### src/rtl/core/assert_macros.svh
// Assertion helpers, included by spi_eeprom_byte_controller.
`ifndef ASSERT_MACROS_SVH
`define ASSERT_MACROS_SVH

// Clocked check, held off while reset is asserted (active-low reset).
`define SEBC_ASSERT(lbl, clk, rst_n, prop, msg) \
    lbl: assert property (@(posedge clk) disable iff (!rst_n) (prop)) else $error(msg);

// Clocked check that also holds during reset.
`define SEBC_ASSERT_ALWAYS(lbl, clk, prop, msg) \
    lbl: assert property (@(posedge clk) (prop)) else $error(msg);

`endif

### src/rtl/core/sebc_pkg.sv
// ----------------------------------------------------------------------------
// sebc_pkg
// Types and constants of the SPI EEPROM byte controller.
// ----------------------------------------------------------------------------
`timescale 1ns / 1ps

package sebc_pkg;

    // Tick commands
    localparam logic [1:0] CMD_TICK  = 2'd0;
    localparam logic [1:0] CMD_READ  = 2'd1;
    localparam logic [1:0] CMD_WRITE = 2'd2;

    // EEPROM instruction codes and status bits
    localparam logic [7:0] OP_WREN  = 8'h06;
    localparam logic [7:0] OP_WRITE = 8'h02;
    localparam logic [7:0] OP_READ  = 8'h03;
    localparam logic [7:0] OP_RDSR  = 8'h05;
    localparam logic [7:0] WIP_BIT  = 8'h01;
    localparam logic [7:0] MSB_BIT  = 8'h80;

    // Configuration register indexes
    localparam int unsigned CFG_IDX_W = 2;
    localparam logic [CFG_IDX_W-1:0] CFG_HALF_PERIOD = 2'd0;
    localparam logic [CFG_IDX_W-1:0] CFG_DESELECT    = 2'd1;

    typedef enum logic [7:0] {
        PH_IDLE      = 8'b0000_0001,
        PH_WREN      = 8'b0000_0010,
        PH_WRITE     = 8'b0000_0100,
        PH_POLL      = 8'b0000_1000,
        PH_READ      = 8'b0001_0000,
        PH_GAP_WRITE = 8'b0010_0000,
        PH_GAP_POLL  = 8'b0100_0000,
        PH_GAP_IDLE  = 8'b1000_0000
    } t_phase;

    typedef struct packed {
        t_phase      phase;
        logic [1:0]  op_kind;
        logic [2:0]  byte_index;
        logic [2:0]  bit_index;
        logic        clock_level;
        logic [7:0]  tx_shift;
        logic [7:0]  rx_shift;
        logic [7:0]  held_data;
        logic [7:0]  divider_count;
        logic [7:0]  gap_count;
    } t_ctrl;

    typedef struct packed {
        logic        cs_n;
        logic        sclk;
        logic        mosi;
        logic        busy_res;
        logic        read_valid;
        logic [7:0]  read_data;
        logic        write_done;
        logic        rejected;
    } t_result;

    localparam t_ctrl CTRL_RESET = '{
        phase:         PH_IDLE,
        op_kind:       2'd0,
        byte_index:    3'd0,
        bit_index:     3'd0,
        clock_level:   1'b0,
        tx_shift:      8'd0,
        rx_shift:      8'd0,
        held_data:     8'd0,
        divider_count: 8'd0,
        gap_count:     8'd0
    };

endpackage

### src/rtl/core/sebc_step.sv
// ----------------------------------------------------------------------------
// sebc_step
// Next-state and line logic for one tick of the serial engine.
// ----------------------------------------------------------------------------
`timescale 1ns / 1ps

module sebc_step
    import sebc_pkg::*;
#(
    parameter int ADDR_BITS = 16
) (
    input  t_ctrl                 i_ctrl,
    input  logic [ADDR_BITS-1:0]  i_held_address,
    input  logic [1:0]            i_cmd,
    input  logic [15:0]           i_address,
    input  logic [7:0]            i_write_data,
    input  logic                  i_miso,
    input  logic [7:0]            i_half_period,
    input  logic [7:0]            i_deselect,
    output t_ctrl                 o_ctrl,
    output logic [ADDR_BITS-1:0]  o_held_address,
    output t_result               o_result
);

    localparam int ADDR_BYTES = (ADDR_BITS + 7) / 8;
    localparam int ADDR_PAD   = ADDR_BYTES * 8;

    function automatic logic [3:0] frame_bytes(input t_phase ph);
        logic [3:0] n;
        unique case (ph)
            PH_WREN: n = 4'd1;
            PH_POLL: n = 4'd2;
            default: n = 4'(2 + ADDR_BYTES);
        endcase
        return n;
    endfunction

    function automatic logic [7:0] frame_byte(input t_phase ph, input logic [2:0] k,
                                              input logic [ADDR_BITS-1:0] addr,
                                              input logic [7:0] data);
        logic [ADDR_PAD-1:0] pad;
        logic [7:0]          b;
        pad = ADDR_PAD'(addr);
        b   = 8'd0;
        if (k == 3'd0) begin
            unique case (ph)
                PH_WREN:  b = OP_WREN;
                PH_WRITE: b = OP_WRITE;
                PH_POLL:  b = OP_RDSR;
                default:  b = OP_READ;
            endcase
        end else if (ph != PH_POLL) begin
            if ({1'b0, k} <= 4'(ADDR_BYTES)) begin
                for (int j = 0; j < ADDR_BYTES; j++) begin
                    if (k == 3'(j + 1)) b = pad[8*(ADDR_BYTES-1-j) +: 8];
                end
            end else if (ph == PH_WRITE) begin
                b = data;
            end
        end
        return b;
    endfunction

    function automatic logic in_frame(input t_phase ph);
        return (ph == PH_WREN) || (ph == PH_WRITE) || (ph == PH_POLL) || (ph == PH_READ);
    endfunction

    logic [7:0] w_half;
    logic [7:0] w_gap;
    logic       w_req;
    logic [7:0] w_div;
    logic [7:0] w_gcnt;
    logic [2:0] w_next_byte;
    logic       w_frame;

    assign w_half = (i_half_period == 8'd0) ? 8'd1 : i_half_period;
    assign w_gap  = (i_deselect == 8'd0) ? 8'd1 : i_deselect;
    assign w_req  = (i_cmd == CMD_READ) || (i_cmd == CMD_WRITE);
    assign w_div  = i_ctrl.divider_count + 8'd1;
    assign w_gcnt = i_ctrl.gap_count + 8'd1;
    assign w_next_byte = i_ctrl.byte_index + 3'd1;

    always_comb begin
        o_ctrl           = i_ctrl;
        o_held_address   = i_held_address;
        o_result         = '0;
        if (w_req && (i_ctrl.phase == PH_IDLE)) begin
            // Latch the request and open its first frame on this tick
            o_held_address     = ADDR_BITS'({8'd0, i_address});
            o_ctrl.held_data   = i_write_data;
            o_ctrl.op_kind     = i_cmd;
            o_ctrl.phase       = (i_cmd == CMD_READ) ? PH_READ : PH_WREN;
            o_ctrl.byte_index  = 3'd0;
            o_ctrl.bit_index   = 3'd0;
            o_ctrl.clock_level = 1'b0;
            o_ctrl.divider_count = 8'd0;
            o_ctrl.rx_shift    = 8'd0;
            o_ctrl.tx_shift    = (i_cmd == CMD_READ) ? OP_READ : OP_WREN;
        end else begin
            o_result.rejected = w_req;
            if (in_frame(i_ctrl.phase)) begin
                o_ctrl.divider_count = w_div;
                if (w_div >= w_half) begin
                    o_ctrl.divider_count = 8'd0;
                    if (!i_ctrl.clock_level) begin
                        // Rising edge: sample MISO
                        o_ctrl.clock_level = 1'b1;
                        o_ctrl.rx_shift    = {i_ctrl.rx_shift[6:0], i_miso};
                    end else begin
                        // Falling edge: advance MOSI
                        o_ctrl.clock_level = 1'b0;
                        o_ctrl.tx_shift    = {i_ctrl.tx_shift[6:0], 1'b0};
                        if (i_ctrl.bit_index == 3'd7) begin
                            o_ctrl.bit_index  = 3'd0;
                            o_ctrl.byte_index = w_next_byte;
                            if ({1'b0, w_next_byte} < frame_bytes(i_ctrl.phase)) begin
                                o_ctrl.tx_shift = frame_byte(i_ctrl.phase, w_next_byte,
                                                             i_held_address,
                                                             i_ctrl.held_data);
                            end else begin
                                unique case (i_ctrl.phase)
                                    PH_WREN:  o_ctrl.phase = PH_GAP_WRITE;
                                    PH_WRITE: o_ctrl.phase = PH_GAP_POLL;
                                    PH_POLL: begin
                                        if ((i_ctrl.rx_shift & WIP_BIT) != 8'd0) begin
                                            o_ctrl.phase = PH_GAP_POLL;
                                        end else begin
                                            o_ctrl.phase = PH_GAP_IDLE;
                                            o_result.write_done = 1'b1;
                                        end
                                    end
                                    default: begin
                                        o_ctrl.phase = PH_GAP_IDLE;
                                        o_result.read_valid = 1'b1;
                                        o_result.read_data  = i_ctrl.rx_shift;
                                    end
                                endcase
                                o_ctrl.gap_count  = 8'd0;
                                o_ctrl.byte_index = 3'd0;
                                o_ctrl.tx_shift   = 8'd0;
                            end
                        end else begin
                            o_ctrl.bit_index = i_ctrl.bit_index + 3'd1;
                        end
                    end
                end
            end else if ((i_ctrl.phase == PH_GAP_WRITE) || (i_ctrl.phase == PH_GAP_POLL) ||
                         (i_ctrl.phase == PH_GAP_IDLE)) begin
                o_ctrl.gap_count = w_gcnt;
                if (w_gcnt >= w_gap) begin
                    o_ctrl.gap_count = 8'd0;
                    if (i_ctrl.phase == PH_GAP_IDLE) begin
                        o_ctrl.phase = PH_IDLE;
                    end else begin
                        o_ctrl.phase = (i_ctrl.phase == PH_GAP_WRITE) ? PH_WRITE : PH_POLL;
                        o_ctrl.byte_index    = 3'd0;
                        o_ctrl.bit_index     = 3'd0;
                        o_ctrl.clock_level   = 1'b0;
                        o_ctrl.divider_count = 8'd0;
                        o_ctrl.rx_shift      = 8'd0;
                        o_ctrl.tx_shift      = (i_ctrl.phase == PH_GAP_WRITE) ? OP_WRITE
                                                                              : OP_RDSR;
                    end
                end
            end else begin
                o_ctrl.phase = PH_IDLE;
            end
        end

        // Line levels after this tick
        w_frame           = in_frame(o_ctrl.phase);
        o_result.cs_n     = !w_frame;
        o_result.sclk     = w_frame && o_ctrl.clock_level;
        o_result.mosi     = w_frame && ((o_ctrl.tx_shift & MSB_BIT) != 8'd0);
        o_result.busy_res = (o_ctrl.phase != PH_IDLE);
    end

endmodule

### src/rtl/core/spi_eeprom_byte_controller.sv
// ----------------------------------------------------------------------------
// spi_eeprom_byte_controller
// SPI mode 0 master for a 25-series serial EEPROM, one tick per input item.
// ----------------------------------------------------------------------------
// Usage:
//   Each input item is one tick of the serial engine: a command (plain tick,
//   byte read or byte write), the request address and data, and the sampled
//   MISO level. Each item yields exactly one result item with the SPI line
//   levels after that tick and the status flags (busy, read byte ready,
//   write finished, request rejected).
//   A write sends WREN in its own frame, then WRITE with address and data,
//   then polls RDSR until write-in-progress clears. A read sends READ with
//   the address and shifts in one byte. Requests while busy are rejected.
//   The result of an item is loaded into the output register on acceptance.
//   Throughput: one item per cycle while results are taken; the state update
//   is a single pass of the tick logic between state and output registers.
//   The user writes the configuration port (half SCLK period, deselect time)
//   only while no sequence runs, unchecked by the block; it is always ready.
//   Reset (synchronous, active low) returns the engine to idle with chip
//   select high and both timing registers set to one tick.
//   When the receiver stalls, the result is held and the input channel is
//   ready only once the output register can take a new result.
// ----------------------------------------------------------------------------
`timescale 1ns / 1ps
`include "assert_macros.svh"

module spi_eeprom_byte_controller
    import sebc_pkg::*;
#(
    parameter int ADDR_BITS = 16
) (
    input  logic                 i_clk,
    input  logic                 i_rst_n,
    // tick items in
    input  logic                 i_in_valid,
    output logic                 o_in_ready,
    input  logic [1:0]           i_cmd,
    input  logic [15:0]          i_address,
    input  logic [7:0]           i_write_data,
    input  logic                 i_miso,
    // result items out
    output logic                 o_out_valid,
    input  logic                 i_out_ready,
    output logic                 o_cs_n,
    output logic                 o_sclk,
    output logic                 o_mosi,
    output logic                 o_busy_res,
    output logic                 o_read_valid,
    output logic [7:0]           o_read_data,
    output logic                 o_write_done,
    output logic                 o_rejected,
    // configuration writes
    input  logic                 i_cfg_valid,
    output logic                 o_cfg_ready,
    input  logic [CFG_IDX_W-1:0] i_cfg_index,
    input  logic [7:0]           i_cfg_data
);

    t_ctrl                r_ctrl;
    t_ctrl                n_ctrl;
    logic [ADDR_BITS-1:0] r_held_address;
    logic [ADDR_BITS-1:0] n_held_address;
    t_result              r_result;
    t_result              n_result;
    logic                 r_out_valid;
    logic [7:0]           r_half_period;
    logic [7:0]           r_deselect;
    logic                 w_in_accept;

    // Take a new item whenever the output register is free or being drained
    assign o_in_ready  = !r_out_valid || i_out_ready;
    assign w_in_accept = i_in_valid && o_in_ready;
    assign o_cfg_ready = 1'b1;

    sebc_step #(
        .ADDR_BITS(ADDR_BITS)
    ) u_step (
        .i_ctrl         (r_ctrl),
        .i_held_address (r_held_address),
        .i_cmd          (i_cmd),
        .i_address      (i_address),
        .i_write_data   (i_write_data),
        .i_miso         (i_miso),
        .i_half_period  (r_half_period),
        .i_deselect     (r_deselect),
        .o_ctrl         (n_ctrl),
        .o_held_address (n_held_address),
        .o_result       (n_result)
    );

    // Engine state: advance once per accepted tick
    always_ff @(posedge i_clk) begin
        if (!i_rst_n) begin
            r_ctrl         <= CTRL_RESET;
            r_held_address <= '0;
        end else if (w_in_accept) begin
            r_ctrl         <= n_ctrl;
            r_held_address <= n_held_address;
        end
    end

    // Output register: load on accept, drop valid once taken
    always_ff @(posedge i_clk) begin
        if (!i_rst_n) begin
            r_out_valid <= 1'b0;
        end else if (w_in_accept) begin
            r_out_valid <= 1'b1;
        end else if (i_out_ready) begin
            r_out_valid <= 1'b0;
        end
    end

    // Hold the idle line levels (chip select high) from reset on
    always_ff @(posedge i_clk) begin
        if (!i_rst_n) begin
            r_result <= '{cs_n: 1'b1, default: '0};
        end else if (w_in_accept) begin
            r_result <= n_result;
        end
    end

    // Timing registers; unknown indexes are ignored
    always_ff @(posedge i_clk) begin
        if (!i_rst_n) begin
            r_half_period <= 8'd1;
            r_deselect    <= 8'd1;
        end else if (i_cfg_valid) begin
            unique case (i_cfg_index)
                CFG_HALF_PERIOD: r_half_period <= i_cfg_data;
                CFG_DESELECT:    r_deselect    <= i_cfg_data;
                default: ;
            endcase
        end
    end

    assign o_out_valid  = r_out_valid;
    assign o_cs_n       = r_result.cs_n;
    assign o_sclk       = r_result.sclk;
    assign o_mosi       = r_result.mosi;
    assign o_busy_res   = r_result.busy_res;
    assign o_read_valid = r_result.read_valid;
    assign o_read_data  = r_result.read_data;
    assign o_write_done = r_result.write_done;
    assign o_rejected   = r_result.rejected;

    `SEBC_ASSERT(a_done_excl, i_clk, i_rst_n,
                 o_out_valid |-> !(o_read_valid && o_write_done),
                 "read and write completion flagged together")
    `SEBC_ASSERT(a_cs_busy, i_clk, i_rst_n,
                 (o_out_valid && !o_cs_n) |-> o_busy_res,
                 "chip select low while not busy")
    `SEBC_ASSERT(a_sclk_frame, i_clk, i_rst_n,
                 (o_out_valid && o_sclk) |-> !o_cs_n,
                 "serial clock high outside a frame")
    `SEBC_ASSERT(a_write_start, i_clk, i_rst_n,
                 (w_in_accept && (r_ctrl.phase == PH_IDLE) && (i_cmd == CMD_WRITE))
                     |=> (r_ctrl.phase == PH_WREN),
                 "write request did not open the WREN frame")

endmodule

### config.mk
export PLATFORM = sky130hd
export DESIGN_NAME = spi_eeprom_byte_controller
export DESIGN_NICKNAME = d
export VERILOG_FILES = /design/src/rtl/core/sebc_pkg.sv /design/src/rtl/core/sebc_step.sv /design/src/rtl/core/spi_eeprom_byte_controller.sv
export VERILOG_INCLUDE_DIRS = /design/src /design/src/rtl/core
export SDC_FILE = /design/constraint.sdc
export NUM_CORES = 1
export LEC_CHECK = 0
export ABC_AREA = 0
export BUFFER_PORTS_ARGS = -buffer_cell sky130_fd_sc_hd__buf_4
export CAP_MARGIN = 40
export CORE_ASPECT_RATIO = 1.1
export CORE_MARGIN = 3
export CORE_UTILIZATION = 30
export DETAILED_ROUTE_END_ITERATION = 16
export HOLD_SLACK_MARGIN = 0.03
export SKIP_CTS_REPAIR_TIMING = 1
export SLEW_MARGIN = 20
export SYNTH_ARGS = -nofsm -noshare
export SYNTH_HDL_FRONTEND = slang
export SYNTH_SLANG_ARGS = --single-unit
### constraint.sdc
create_clock -name i_clk -period 4.3 [get_ports i_clk]
set_input_delay 0.86 -clock i_clk [delete_from_list [all_inputs] [get_ports i_clk]]
set_output_delay 0.86 -clock i_clk [all_outputs]
set_load 0.02 [all_outputs]
==> results.py, run 1 <==
metrics = {
    "setup_path": {
        "ff2ff_setup_slack_ns": 0.48,
        "cp.buffers_inverters": 0,
        "crit_arrival_ns": 4.07,
        "rr_worst_depth": 10,
        "crit_chain": "nor3_1 -> nand4b_1 -> ha_1 -> o21a_1 -> nor2_1 -> a311o_1 -> or3_4 -> and3_4 -> or4_1 -> o211a_1",
        "crit_type": "flop to flop",
        "cp-start-kind": "flop",
        "worstPathRequired_ns": 4.55,
        "r2r_end": "o_mosi",
        "cp_slowest_cell": "or4_1",
        "cp_top_family": "simple AND/OR/NAND/NOR gates",
        "end_kind": "flop",
        "r2r_start": "r_ctrl[49]",
        "slowest_delay_ns": 0.52,
        "crit_fanout": 10,
    },
    "power": {
        "power.leakage_nw": 2.52,
        "p_per_area_nw_per_um2": 325,
        "peakVddDrop_v": 0.000220,
    },
    "cts": {
        "numCtsBuffers": 9,
        "clock_tree.buffer_depth": 2,
        "path_clk_slew_ns": 0.08,
        "clockRootBuffer": "clkbuf_16",
        "h-tree-depth": 3,
        "cts_tree": "done",
        "insertion_delay_ns": 0.36,
        "clock_sinks": 103,
    },
    "detailed_routing": {
        "firstDrtPassIters": 6,
        "drc": 0,
        "drt_wl_total_um": 13700,
        "ant_nets": 0,
        "wl_per_cell_um": 14.4,
        "drt_iter0_markers": 291,
        "vias": 4762,
        "via_per_inst": 4.99,
    },
    "logic_synthesis": {
        "synth_edf_count": 0,
        "syn-cell-area_um2": 5630,
        "ys_seq_area_frac": 0.366,
        "ys_seq_elements": 103,
        "synth_warnings": 0,
        "synth_area_per_cell_um2": 8.35,
        "netlist_instances": 674,
        "synth-main-ff-cell": "dfxtp_1",
        "synth_nets": 743,
        "async_flop_share": 0,
        "synth_cell_type_count": 69,
    },
    "sta": {
        "clock.fmax_mhz": 262,
        "finalCritPeriodShare": 0.888,
        "finalHoldViolations": 0,
        "slew_viol_final": 0,
        "fin_skew_ns": 0.00712,
        "grt_setup_unrepaired": "false",
        "final-setup-viol-count": 0,
        "min_period_ns": 3.82,
        "worstMarginPinSlew_ns": 0.745,
        "maxSlewHeadroom": 0.503,
        "fin_tns_setup_ns": 0,
    },
    "status": {
        "status": "complete, no violations",
    },
    "flow_run": {
        "max-cap-violations": 0,
    },
    "final_layout": {
        "regArea_um2": 2060,
        "fin_cells": 954,
        "n_fill_cell": 1878,
        "drive_gt1_frac": 0.134,
        "synthToLayoutAreaGrowth_pct": 16.3,
        "n_antenna_cell": 0,
        "fin_nets": 780,
        "multiInputGateArea_um2": 3280,
    },
    "global_routing": {
        "grt_pass1_wl_um": 22900,
        "grt_pass1_vias": 4533,
        "gr-total-overflow": 0,
        "grt.total_usage": 0.140,
        "grt_antenna_before_repair": 0,
        "grt_max_degree": 82,
    },
    "floorplan": {
        "die_h_um": 150,
        "start_util": 0.312,
        "rows": 51,
        "io_pins": 60,
        "die-area_um2": 20400,
        "coreArea_um2": 18100,
        "die_x_um": 137,
    },
    "hold_path": {
        "min_to": "r_held_address[2]",
        "hp-start": "r_held_address[2]",
        "hold_path_depth": 2,
        "hp-class": "flop to flop",
    },
    "placed_design": {
        "dp.cells": 938,
        "gp_congestion": 0.891,
        "portBuffers": 58,
        "hpwl_um": 9920,
    },
}
power by group:
group	total [mW]	switching [mW]	internal, mW
combinational	0.246	0.148	0.0982
clock	0.883	0.410	0.473
sequential	0.998	0.0203	0.978
flip-flops by register name, summed over array words and instances, names as in the netlist, 8 cells and up:
name,count
r_deselect,8
r_held_address,16
r_ctrl,55
r_half_period,8
o_read_data,8
metal layers:
layer | up-vias | global-route usage | wire, um
met2 | 101 | 0.230 | 6460
met4 | 0 | 0.0469 | 365
met3 | 27 | 0.0393 | 689
met5 | - | 0 | 0
met1 | 2179 | 0.177 | 6190
li1 | 2455 | - | -
area by class of cell:
type                       count  share of cell area
multi-input combinational    504               0.501
inverter                      29              0.0166
timing repair buffer          64              0.0734
clock inverter                 7              0.0141
sequential                   103               0.315
clock buffer                   9              0.0344
tap                          238              0.0455
stage by stage:
| stage | hold WS (ns) | util | setup slack, ns | total power [mW] | instance area (um^2) |
|---|---|---|---|---|---|
| final | 0.462 | 0.363 | 0.483 | 2.13 | 6550 |
| after global routing | 0.482 | 0.363 | 0.193 | 2.23 | 6550 |
| after CTS | 0.466 | 0.363 | 0.520 | 2.17 | 6550 |
| after detailed placement | 0.452 | 0.345 | 0.540 | 1.27 | 6230 |
| after global placement | 0.448 | 0.345 | 0.604 | 1.27 | 6230 |
| after floorplan | 0.431 | - | 0.909 | 1.18 | 5630 |
synthesized netlist by cell type, types with 17 or more instances:
cell type,instances,share of area
nor2b_1,33,0.037
inv_1,29,0.019
o21ai_0,26,0.023
nor2_1,41,0.027
ha_1,27,0.060
nand2_1,99,0.066
nand3_1,22,0.020
a21boi_0,36,0.048
a22oi_1,17,0.023
a21oi_1,22,0.020
clkbuf_1,23,0.015
dfxtp_1,103,0.37
worst reg2reg max path: stages, from the launching register on:
cell and delay, ns:
dfxtp_1 0.41, nor3_1 0.51, nand4b_1 0.47, ha_1 0.46
o21a_1 0.15, nor2_1 0.05, a311o_1 0.40, or3_4 0.39
and3_4 0.20, or4_1 0.52, o211a_1 0.14
cells by family after synthesis:
logic type	after synthesis	share of synthesized area
mux	10	0.0178
flops	103	0.366
other cells	1	0.000666
buf+inv	67	0.0507
compound gates	184	0.234
fa+ha+maj	27	0.0600
xor+xnor	17	0.0264
simple gates	265	0.244
how the worst max path moves through the flow:
stage / slack (ns) / start / to / cells after the start
2_1_floorplan: 0.91 / r_ctrl[49] / o_mosi / 11
6_report: 0.48 / r_ctrl[49] / o_mosi / 10
4_1_cts: 0.52 / r_ctrl[49] / o_mosi / 10
3_3_place_gp: 0.60 / r_ctrl[49] / o_mosi / 10
3_5_place_dp: 0.54 / r_ctrl[49] / o_mosi / 10
5_1_grt: 0.19 / r_ctrl[49] / r_ctrl[7] / 10
cells in the final DEF (no fill, tap or decap), drive strengths merged, types with 4 or more instances in the layout:
cell / Yosys / routed
dfxtp: 103 / 103
nand2: 99 / 99
buf: 15 / 64
a21boi: 50 / 50
nor2: 42 / 42
inv: 29 / 35
nor2b: 33 / 33
o21ai: 30 / 30
ha: 27 / 27
nand3: 22 / 22
a21oi: 22 / 22
a22oi: 17 / 17
xor2: 10 / 10
mux2i: 10 / 10
nor3: 10 / 10
and2: 10 / 10
clkbuf: 23 / 9
nand3b: 8 / 8
a22o: 8 / 8
xnor2: 7 / 7
and3: 7 / 7
or3: 7 / 7
o21a: 6 / 6
or3b: 6 / 6
o31ai: 6 / 6
or4: 5 / 5
a21o: 5 / 5
o2bb2ai: 5 / 5
nor4: 5 / 5
a211oi: 4 / 4
Note: power is estimated with default switching activity, not from simulation.
==> run 2: changes to the inputs <==
--- a/config.mk
+++ b/config.mk
@@ -16,2 +16,3 @@
 export HOLD_SLACK_MARGIN = 0.03
+export SETUP_SLACK_MARGIN = 0.05
 export SKIP_CTS_REPAIR_TIMING = 1
==> constraint.sdc (replaced) <==
create_clock -name i_clk -period 4.3 [get_ports i_clk]
set_input_delay 0.43 -clock i_clk [delete_from_list [all_inputs] [get_ports i_clk]]
set_output_delay 0.43 -clock i_clk [all_outputs]
set_load 0.02 [all_outputs]
==> results.py, run 2 (synthesized netlist as in run 1, its figures left out) <==
metrics = {
    "detailed_routing": {
        "drt_wl_total_um": 13600,
        "via_per_inst": 4.96,
        "drt_iter0_markers": 243,
        "vias": 4729,
        "drc": 0,
        "wl_per_cell_um": 14.3,
        "firstDrtPassIters": 4,
        "ant_nets": 0,
    },
    "sta": {
        "grt_setup_unrepaired": "false",
        "finalCritPeriodShare": 0.899,
        "clock.fmax_mhz": 259,
        "maxSlewHeadroom": 0.492,
        "finalHoldViolations": 0,
        "worstMarginPinSlew_ns": 0.760,
        "fin_tns_setup_ns": 0,
        "min_period_ns": 3.87,
        "slew_viol_final": 0,
        "whs_ns": 0.288,
        "fin_skew_ns": 0.0127,
        "final-setup-viol-count": 0,
    },
    "cts": {
        "h-tree-depth": 3,
        "clock_tree.buffer_depth": 2,
        "insertion_delay_ns": 0.36,
        "clockRootBuffer": "clkbuf_16",
        "cts_tree": "done",
        "clock_sinks": 103,
        "path_clk_slew_ns": 0.07,
        "numCtsBuffers": 9,
    },
    "setup_path": {
        "cp_top_family": "simple AND/OR/NAND/NOR gates",
        "worstPathRequired_ns": 4.59,
        "crit_fanout": 16,
        "crit_chain": "nor3_1 -> nand4b_1 -> ha_1 -> o21a_1 -> nor2_1 -> a311o_1 -> o21ai_1 -> nand3_1 -> or3b_2 -> a21boi_1",
        "end_kind": "flop",
        "cp.buffers_inverters": 0,
        "crit_cells": 10,
        "r2r_end": "r_ctrl[4]",
        "cp_slowest_cell": "or3b_2",
        "rr_worst_depth": 10,
        "crit_arrival_ns": 4.15,
        "ff2ff_setup_slack_ns": 0.43,
        "cp-start-kind": "flop",
        "slowest_delay_ns": 0.59,
        "r2r_start": "r_ctrl[49]",
        "crit_type": "flop to flop",
    },
    "flow_run": {
        "max-cap-violations": 0,
    },
    "final_layout": {
        "largest-register": "r_ctrl",
        "largestRegisters": "r_ctrl: 55 flops, r_held_address: 16 flops",
        "layout_common_cells": "dfxtp_1, nand2_1, buf_4",
        "synthToLayoutAreaGrowth_pct": 16.4,
        "largest_reg_flops": 55,
        "final_common_cell": "dfxtp_1",
        "n_antenna_cell": 0,
        "drive_gt1_frac": 0.133,
        "fin_nets": 780,
        "fin_util": 0.363,
    },
    "floorplan": {
        "io_pins": 60,
        "start_util": 0.312,
        "die_h_um": 150,
        "die_x_um": 137,
        "rows": 51,
        "die-area_um2": 20400,
        "coreArea_um2": 18100,
    },
    "global_routing": {
        "grt.total_usage": 0.138,
        "grt_pass1_vias": 4580,
        "grt_antenna_before_repair": 0,
        "grt_max_degree": 100,
        "grt_pass1_wl_um": 22800,
        "gr-total-overflow": 0,
    },
    "status": {
        "status": "complete, no violations",
    },
    "hold_path": {
        "min_to": "r_ctrl[24]",
        "hp-start": "i_miso",
        "hold_path_depth": 2,
        "hp-class": "input pin to flop",
    },
    "power": {
        "p_per_area_nw_per_um2": 321,
        "power.total_mw": 2.10,
        "power.leakage_nw": 2.51,
        "peakVddDrop_v": 0.000210,
    },
    "placed_design": {
        "portBuffers": 58,
        "gp_congestion": 0.910,
        "hpwl_um": 9820,
    },
}
==> run 2: cell type report <==
type	count	area (um^2)
fillers	1895	11500
clock buffers	10	229
flip-flops and latches	103	2060
inverters	29	109
clock inverters	6	77.6
repair buffers	64	493
multi-input cells	504	3280
well taps	238	298
==> run 2: where the power goes <==
part	internal [mW]	switching, mW
logic	0.0998	0.146
clock network	0.462	0.396
registers	0.978	0.0206
==> run 2: worst max path at each step <==
stage          slack [ns]        from        end
2_1_floorplan        0.91  r_ctrl[49]     o_mosi
3_3_place_gp         0.57  r_ctrl[49]     o_mosi
3_5_place_dp         0.52  r_ctrl[49]  r_ctrl[4]
4_1_cts              0.50  r_ctrl[49]  r_ctrl[4]
5_1_grt              0.13  r_ctrl[49]  r_ctrl[5]
6_report             0.43  r_ctrl[49]  r_ctrl[4]
==> run 2: metrics by stage <==
| step | cells | worst slack [ns] | instance area [um^2] |
|---|---|---|---|
| 6_report | 954 | 0.435 | 6550 |
| 5_1_grt | 954 | 0.130 | 6550 |
| 4_1_cts | 953 | 0.498 | 6530 |
| 3_5_place_dp | 937 | 0.523 | 6220 |
| 3_3_place_gp | 937 | 0.570 | 6220 |
| 2_1_floorplan | 674 | 0.909 | 5630 |
==> run 2: layer usage <==
layer | GRT usage | part of all wire
met1 | 0.177 | 0.47
met2 | 0.227 | 0.47
met3 | 0.0323 | 0.041
met4 | 0.0454 | 0.019
met5 | 0 | 0
==> run 3: changes to the inputs <==
CORE_ASPECT_RATIO = 0.9   (was 1.1)
==> results.py, run 3 (synthesized netlist as in run 1, its figures left out) <==
metrics = {
    "final_layout": {
        "synthToLayoutAreaGrowth_pct": 16.5,
        "n_fill_cell": 1883,
        "post-route-cell-area_um2": 6560,
        "regArea_um2": 2060,
        "n_antenna_cell": 0,
        "drive_gt1_frac": 0.134,
        "layout_common_cells": "dfxtp_1, nand2_1, buf_4",
        "fin_nets": 781,
        "largest-register": "r_ctrl",
        "largest_reg_flops": 55,
        "largestRegisters": "r_ctrl: 55 flops, r_held_address: 16 flops",
        "final_common_cell": "dfxtp_1",
        "multiInputGateArea_um2": 3280,
    },
    "power": {
        "p_per_area_nw_per_um2": 319,
        "seqPwrFrac": 0.477,
        "combPwrFrac": 0.116,
        "power.total_mw": 2.10,
        "swShare": 0.267,
        "intPower_mw": 1.54,
        "p_sw_mw": 0.560,
        "clockPowerShare": 0.408,
        "peakVddDrop_v": 0.000194,
        "power.leakage_nw": 2.52,
    },
    "placed_design": {
        "dpl_cell_area_um2": 6230,
        "gp_congestion": 0.893,
        "hpwl_um": 9600,
        "dpl_worst_slack_ns": 0.722,
        "portBuffers": 58,
    },
    "detailed_routing": {
        "vias": 4743,
        "drt_wl_total_um": 13400,
        "firstDrtPassIters": 5,
        "wl_per_cell_um": 14.0,
        "ant_nets": 0,
        "drt_iter0_markers": 372,
        "via_per_inst": 4.96,
        "drc": 0,
    },
    "setup_path": {
        "crit_chain": "nor3_1 -> nand4b_1 -> ha_1 -> nor2b_1 -> nand3_1 -> a211oi_2 -> nand3_1 -> o32a_1 -> o31ai_1 -> o211a_1",
        "cp_slowest_cell": "nor3_1",
        "crit_arrival_ns": 3.90,
        "cp-start-kind": "flop",
        "worstPathRequired_ns": 4.59,
        "slowest_delay_ns": 0.61,
        "crit_top_cell": "nand3_1",
        "end_kind": "flop",
        "rr_worst_depth": 10,
        "cp_top_family": "simple AND/OR/NAND/NOR gates",
        "crit_type": "flop to flop",
        "crit_fanout": 9,
        "crit_cells": 10,
        "cp.buffers_inverters": 0,
    },
    "global_routing": {
        "grt_pass1_vias": 4530,
        "grt_max_degree": 100,
        "grt.total_usage": 0.135,
        "gr-total-overflow": 0,
        "grt_pass1_wl_um": 22400,
        "grt_antenna_before_repair": 0,
    },
    "sta": {
        "setup_ws_ns": 0.689,
        "finalHoldViolations": 0,
        "final-setup-viol-count": 0,
        "finalCritPeriodShare": 0.840,
        "clock.fmax_mhz": 277,
        "maxSlewHeadroom": 0.446,
        "whs_ns": 0.284,
        "worstMarginPinSlew_ns": 0.829,
        "slew_viol_final": 0,
        "fin_tns_setup_ns": 0,
        "min_period_ns": 3.61,
        "grt_setup_unrepaired": "false",
        "fin_skew_ns": 0.0155,
    },
    "hold_path": {
        "hp-class": "input pin to flop",
        "hold_path_depth": 2,
    },
    "cts": {
        "path_clk_slew_ns": 0.07,
        "numCtsBuffers": 9,
        "h-tree-depth": 3,
        "clockRootBuffer": "clkbuf_16",
        "cts_tree": "done",
        "clock_sinks": 103,
        "insertion_delay_ns": 0.36,
        "clock_tree.buffer_depth": 2,
    },
    "floorplan": {
        "die-area_um2": 20400,
        "start_util": 0.313,
        "die_h_um": 136,
        "die_x_um": 150,
        "io_pins": 60,
        "coreArea_um2": 18000,
        "rows": 46,
    },
    "flow_run": {
        "max-cap-violations": 0,
    },
    "status": {
        "status": "complete, no violations",
    },
}
run 3: cell types whose count changed in the layout (fill, tap and decap cells not counted):
cell and change:
buf_4 +1, clkbuf_1 -1, clkinv_4 +1, clkinv_8 +1, clkinvlp_4 -1, inv_6 +1, inv_8 -2
run 3: path summary, 6_finish.rpt:
| path | startpoint | endpoint | slack [ns] |
|---|---|---|---|
| setup / recovery | r_ctrl[49] | o_mosi | 0.69 |
| hold / removal | i_miso | r_ctrl[24] | 0.28 |
| setup reg to reg | r_ctrl[49] | o_mosi | 0.69 |
| hold reg to reg | r_ctrl[34] | r_ctrl[34] | 0.46 |
run 3: layout make-up:
| type | count | share of cell area |
|---|---|---|
| Multi-Input combinational cell | 504 | 0.500 |
| Sequential cell | 103 | 0.314 |
| Timing Repair Buffer | 65 | 0.0763 |
| Tap cell | 240 | 0.0458 |
| Clock buffer | 9 | 0.0343 |
| Inverter | 29 | 0.0166 |
| Clock inverter | 6 | 0.0124 |
run 3: layer usage:
layer / wire length (um) / GRT usage / vias up
met5: 0 / 0 / -
met4: 159 / 0.0386 / 0
met3: 662 / 0.0353 / 13
met2: 5800 / 0.199 / 84
met1: 6770 / 0.193 / 2192
li1: - / - / 2454
run 3: through the flow:
step | std cells | util
floorplan | 674 | -
global placement | 940 | 0.346
detailed placement | 940 | 0.346
CTS | 955 | 0.363
global route | 956 | 0.364
finish | 956 | 0.364
run 3: power by group through the flow:
stage / clock network [mW] / logic [mW] / registers, mW
floorplan: 0 / 0.168 / 1.01
global placement: 0 / 0.241 / 1.02
detailed placement: 0 / 0.241 / 1.02
CTS: 0.878 / 0.243 / 0.998
global route: 0.912 / 0.272 / 1.00
finish: 0.854 / 0.243 / 0.999
